--- src/design/tlbdp_pkg.sv ---
// Shared types and constants for the TLB demand-paging translator.
package tlbdp_pkg;

    localparam logic CMD_LOAD      = 1'b0;
    localparam logic CMD_TRANSLATE = 1'b1;

    // Controller to datapath commands.
    typedef struct packed {
        logic load_cap;     // capture the input item
        logic store_wr;     // write backing store byte
        logic tlb_step;     // examine the next TLB entry
        logic pt_step;      // examine the next page-table entry
        logic pt_read;      // issue a page-table read
        logic copy_start;   // clear copy counters, start a fault
        logic copy_rd;      // read one backing byte
        logic copy_wr;      // write one physical byte
        logic fault_commit; // record page in table and TLB
        logic phys_rd;      // read result byte
        logic result;       // present result
    } t_ctrl;

    // Datapath to controller status.
    typedef struct packed {
        logic is_translate;
        logic tlb_match;
        logic tlb_last;
        logic pt_match;
        logic pt_last;
        logic copy_last;
    } t_stat;

endpackage

--- src/design/tlbdp_ctrl.sv ---
// Controller state machine for the translator.
module tlbdp_ctrl
    import tlbdp_pkg::*;
(
    input  logic  i_clk,
    input  logic  i_rst_n,
    input  logic  i_start,
    output logic  o_busy,
    input  t_stat i_stat,
    output t_ctrl o_ctrl
);
    typedef enum logic [3:0] {
        S_IDLE, S_DISPATCH, S_TLB, S_PT_RD, S_PT_CHK, S_FAULT,
        S_COPY, S_COMMIT, S_READ, S_WAIT, S_OUT
    } t_state;

    t_state r_state, n_state;
    logic   r_busy;

    always_comb begin
        o_ctrl  = '0;
        n_state = r_state;
        case (r_state)
            S_IDLE: if (i_start) begin
                o_ctrl.load_cap = 1'b1;
                n_state = S_DISPATCH;
            end
            S_DISPATCH: begin
                if (i_stat.is_translate) begin
                    n_state = S_TLB;
                end else begin
                    o_ctrl.store_wr = 1'b1;
                    n_state = S_IDLE;
                end
            end
            S_TLB: begin
                o_ctrl.tlb_step = 1'b1;
                if (i_stat.tlb_match)     n_state = S_READ;
                else if (i_stat.tlb_last) n_state = S_PT_RD;
            end
            S_PT_RD: begin
                o_ctrl.pt_read = 1'b1;
                n_state = S_PT_CHK;
            end
            S_PT_CHK: begin
                if (i_stat.pt_match) begin
                    o_ctrl.pt_step = 1'b1;
                    n_state = S_READ;
                end else if (i_stat.pt_last) begin
                    n_state = S_FAULT;
                end else begin
                    o_ctrl.pt_step = 1'b1;
                    n_state = S_PT_RD;
                end
            end
            S_FAULT: begin
                o_ctrl.copy_start = 1'b1;
                n_state = S_COPY;
            end
            S_COPY: begin
                // backing read is registered; the physical write follows in the next cycle
                o_ctrl.copy_rd = 1'b1;
                n_state = S_WAIT;
            end
            S_WAIT: begin
                o_ctrl.copy_rd = 1'b1;
                o_ctrl.copy_wr = 1'b1;
                if (i_stat.copy_last) n_state = S_COMMIT;
            end
            S_COMMIT: begin
                o_ctrl.fault_commit = 1'b1;
                n_state = S_READ;
            end
            S_READ: begin
                o_ctrl.phys_rd = 1'b1;
                n_state = S_OUT;
            end
            S_OUT: begin
                o_ctrl.result = 1'b1;
                n_state = S_IDLE;
            end
            default: n_state = S_IDLE;
        endcase
    end

    always_ff @(posedge i_clk) begin
        if (!i_rst_n) begin
            r_state <= S_IDLE;
            r_busy  <= 1'b0;
        end else begin
            r_state <= n_state;
            r_busy  <= n_state != S_IDLE;
        end
    end

    assign o_busy = r_busy;
endmodule

--- config.mk ---
export PLATFORM = sky130hd
export DESIGN_NAME = tlbdp_ctrl
export DESIGN_NICKNAME = d
export VERILOG_FILES = /design/src/design/tlbdp_pkg.sv /design/src/design/tlbdp_ctrl.sv
export SDC_FILE = /design/constraint.sdc
export NUM_CORES = 1
export LEC_CHECK = 0
export BUFFER_PORTS_ARGS = -buffer_cell sky130_fd_sc_hd__buf_2
export CORE_AREA = 2 2 39 41
export CTS_CLUSTER_SIZE = 28
export DETAILED_ROUTE_END_ITERATION = 8
export DIE_AREA = 0 0 41 43
export PLACE_DENSITY = 0.64
export SYNTH_ARGS = -nofsm -noshare
export SYNTH_HDL_FRONTEND = slang
export SYNTH_SLANG_ARGS = --single-unit
--- constraint.sdc ---
create_clock -name i_clk -period 2.2 [get_ports i_clk]
set_clock_uncertainty 0.15 [all_clocks]
set_input_delay 0.33 -clock i_clk [delete_from_list [all_inputs] [get_ports i_clk]]
set_output_delay 0.33 -clock i_clk [all_outputs]
set_load 0.05 [all_outputs]
[After elaboration in Yosys (flattened, before gate mapping)]
Cells that the tools add are included.
Operators by class
  mux-type cells: 23
  equal/unequal tests: 10
  reduce and logical (&&, ||, !) cells: 3
Operators with widths (number)
  4-bit case mux with 10 select lines: 1
  4-bit 2-to-1 mux: 5
  4-bit by 3-bit == test with 1-bit output (second input constant): 4
  1-bit 2-to-1 mux: 15
  4-bit == test (second input constant): 3
  4-bit by 2-bit == test with 1-bit output (second input constant): 2
  4-bit by 1-bit == test with 1-bit output (second input constant): 1
  4-bit logical NOT: 1
  4-bit nonzero test: 1
  3-bit 2-to-1 mux: 1
  2-bit 2-to-1 mux: 1
  2-bit OR reduction: 1
Storage, ports and cells
  input port bits: 9
  register bits after elaboration: 5
  word-level logic and storage cells: 38

[Logic depth before layout (Yosys ltp)]
  depth in word-level cells: 4
  gate-level depth with buffers: 5

[Worst setup path after synthesis]
Ideal clock, no wire load.
  kind: flip-flop to output port
  start: register r_state[1]
  end: output port o_ctrl[9] (netlist name)
  stages on the path, launching flop included: 5
  arrival: 2090 ps
  buffers on the path: 1
  path slack: -370 ps
  path through: dfxtp_1 -> buf_2 -> inv_1 -> nand2_1 -> nor4_1
RTL lines
  start: declaration: line tlbdp_ctrl.sv:17  | t_state r_state, n_state;
  start signal: assignment: line tlbdp_ctrl.sv:91  | r_state <= n_state;
  end: declaration: line tlbdp_ctrl.sv:10  | output t_ctrl o_ctrl

==> flow_metrics.tcl <==
set metrics [dict create \
    diodes 0 \
    period_needed_ns 2.07 \
    synth_seq_area_share 0.206 \
    io_pins 21 \
    coreArea_mm2 0.00138 \
    crit_fanout 16 \
    dieArea_mm2 0.00176 \
    synthTopCellsByArea "dfxtp_1, nor2_1, nor2b_1" \
    syn_area_um2 485 \
    htree_levels 1 \
    synth.yosys.warnings 0 \
    grt_max_degree 17 \
    required_ns 1.72 \
    avgSynthCellArea_um2 7.14 \
    p_leak_uw 0.000311 \
    overflow 0 \
    status "finished clean" \
    cts.clk_slew.worst_paths_ns 0.04 \
    yosys_register_bits 5 \
    setup_tns_ns 0 \
    maxCapViolCount 0 \
    setup_viol 0 \
    cp-start-kind "flip-flop" \
    port-buffer-count 20 \
    die_h_um 43 \
    drive_above_1_share 0.400 \
    hpwl_um 959 \
    r2r_setup_slack_ns 0.28 \
    insertion_delay_ns 0.24 \
    hold_end "r_state[0]" \
    cts_buffers 3 \
    dr.pass1.iters 2 \
    rows 14 \
    cts_tree "done" \
    critPathLaunch "r_state[0]" \
    root_buffer "clkbuf_4" \
    slowest_delay_ns 0.61 \
    endpoint_kind "primary output" \
    cts_num_sinks 5 \
    drt-total-wl_um 1230 \
    drcViolationCount 0 \
    path_cells "or4b_4 > inv_1 > buf_2" \
    ant_nets 0 \
    postLayoutCellArea_um2 641 \
    crit_arrival_ns 1.59 \
    placed_area_um2 613 \
    synth_fp_nets 77 \
    slew_viol_final 0 \
    yosys.cell_count.top_type "nor2_1" \
    yosys.area.top_type "dfxtp_1" \
    vias_per_cell 5.14 \
    hold_depth 3 \
    synth-edff-count 0 \
    finalCritPeriodShare 0.941 \
    yosysUniqueCellTypes 29 \
    critPathBufInv 2 \
    final_hold_viol_count 0 \
    worst_slew_pin_slew_ns 0.447 \
    cts_hold_repair.buffers 0 \
    clk_path_buf_depth 2 \
    hold_path_startpoint "i_rst_n" \
    gp_congestion 0.789 \
    finish.utilization 0.463 \
    reg2reg_from "r_state[3]" \
    ff2ff_path_depth 4 \
    netlist_instances 68 \
    via_count 545 \
    antenna_found_initial 0 \
    drt_iter0_drc 8 \
    crit_family "simple AND/OR/NAND/NOR gates" \
    start_util 0.351 \
    grt_pass1_wl_um 1970 \
    ys_top_cells_by_count "nor2_1, nand2_1, dfxtp_1, inv_1, nor2b_1" \
    path_depth 3 \
    power.density_mw_per_mm2 513 \
    die_w_um 41 \
    ir_worst_vdd_v 0.000246 \
    reg2reg_to "o_busy" \
    final_nets 100 \
    hold_class "input pin to flip-flop" \
    max_freq_ghz 0.483 \
    yosysTopAreaCellShare 0.206 \
    synthArstFlopShare 0 \
    track_usage 0.160 \
    crit_slowest_cell "or4b_4" \
    critical_path_class "flip-flop to primary output" \
    area_growth_pct 32.0 \
    max_slew_margin 0.701 \
    synthFlopType "dfxtp_1" \
    rsz0062_at_grt "false" \
    grt_pass1_vias 510 \
    wire_per_inst_um 11.6 \
]
[placed cells by master (no fill, tap or decap), types with 2 or more instances in the layout]
| master | netlist | final |
|---|---|---|
| o21ai_0 | 3 | 3 |
| buf_2 | 2 | 20 |
| nor4_2 | 0 | 2 |
| nor3_1 | 3 | 2 |
| clkbuf_4 | 0 | 3 |
| nor2b_1 | 5 | 5 |
| dfxtp_1 | 5 | 4 |
| o22ai_1 | 2 | 2 |
| or3b_2 | 2 | 2 |
| buf_4 | 2 | 2 |
| nor2_1 | 13 | 13 |
| nand2_1 | 6 | 6 |
| inv_1 | 5 | 5 |
| nand2b_1 | 2 | 2 |
[how the worst max path moves through the flow]
stage                     slack [ns]         to
after global routing            0.05  o_ctrl[8]
final                           0.13  o_ctrl[8]
after detailed placement        0.30     o_busy
after floorplan                 0.07  o_ctrl[6]
after CTS                       0.10  o_ctrl[8]
after global placement          0.29     o_busy
[timing repair]
action / in CTS / in global routing
setup endpoints to repair: 0 / 1
resized for setup: 0 / 1
setup buffers: 0 / 0
[where the power goes]
part | switching [uW] | internal [uW]
Sequential | 12.9 | 98.9
Clock | 34.3 | 68.4
Combinational | 75.0 | 39.2
Total | 122 | 206
[metal layers]
| metal | GRT usage | wire [um] |
|---|---|---|
| met5 | 0 | 0 |
| met4 | 0.100 | 0 |
| met3 | 0.0314 | 86 |
| met2 | 0.244 | 602 |
| met1 | 0.193 | 536 |
[flip-flops by register name, indices dropped and copies added, names as in the netlist]
register and flops:
r_state 4, o_busy 1
[final cells by class]
| type | instances | area, um^2 |
|---|---|---|
| sequential | 5 | 101 |
| inverter | 5 | 18.8 |
| fill | 153 | 743 |
| clock buffer | 4 | 26.3 |
| multi-input combinational | 54 | 359 |
| timing repair buffer | 22 | 115 |
| tap | 16 | 20.0 |
[worst min-delay path: stages]
cell and delay [ns]:
buf_2 0.08, nand2_1 0.11, nor2_1 0.12
[logic make-up after synthesis]
family	Yosys count	share of synthesized area
buffers and inverters	9	0.0902
AND/OR/NAND/NOR	40	0.474
flip-flops	5	0.206
AO/OA/AOI/OAI	14	0.229
[per-stage QoR]
| stage | setup WS [ns] | hold WS (ns) | instances | power, uW |
|---|---|---|---|---|
| 2_1_floorplan | 0.0705 | 0.401 | 68 | 199 |
| 3_3_place_gp | 0.295 | 0.500 | 102 | 227 |
| 3_5_place_dp | 0.298 | 0.490 | 102 | 227 |
| 4_1_cts | 0.104 | 0.293 | 106 | 335 |
| 5_1_grt | 0.0484 | 0.323 | 106 | 352 |
| 6_report | 0.130 | 0.297 | 106 | 329 |
Note: power is estimated with default switching activity, not from simulation.
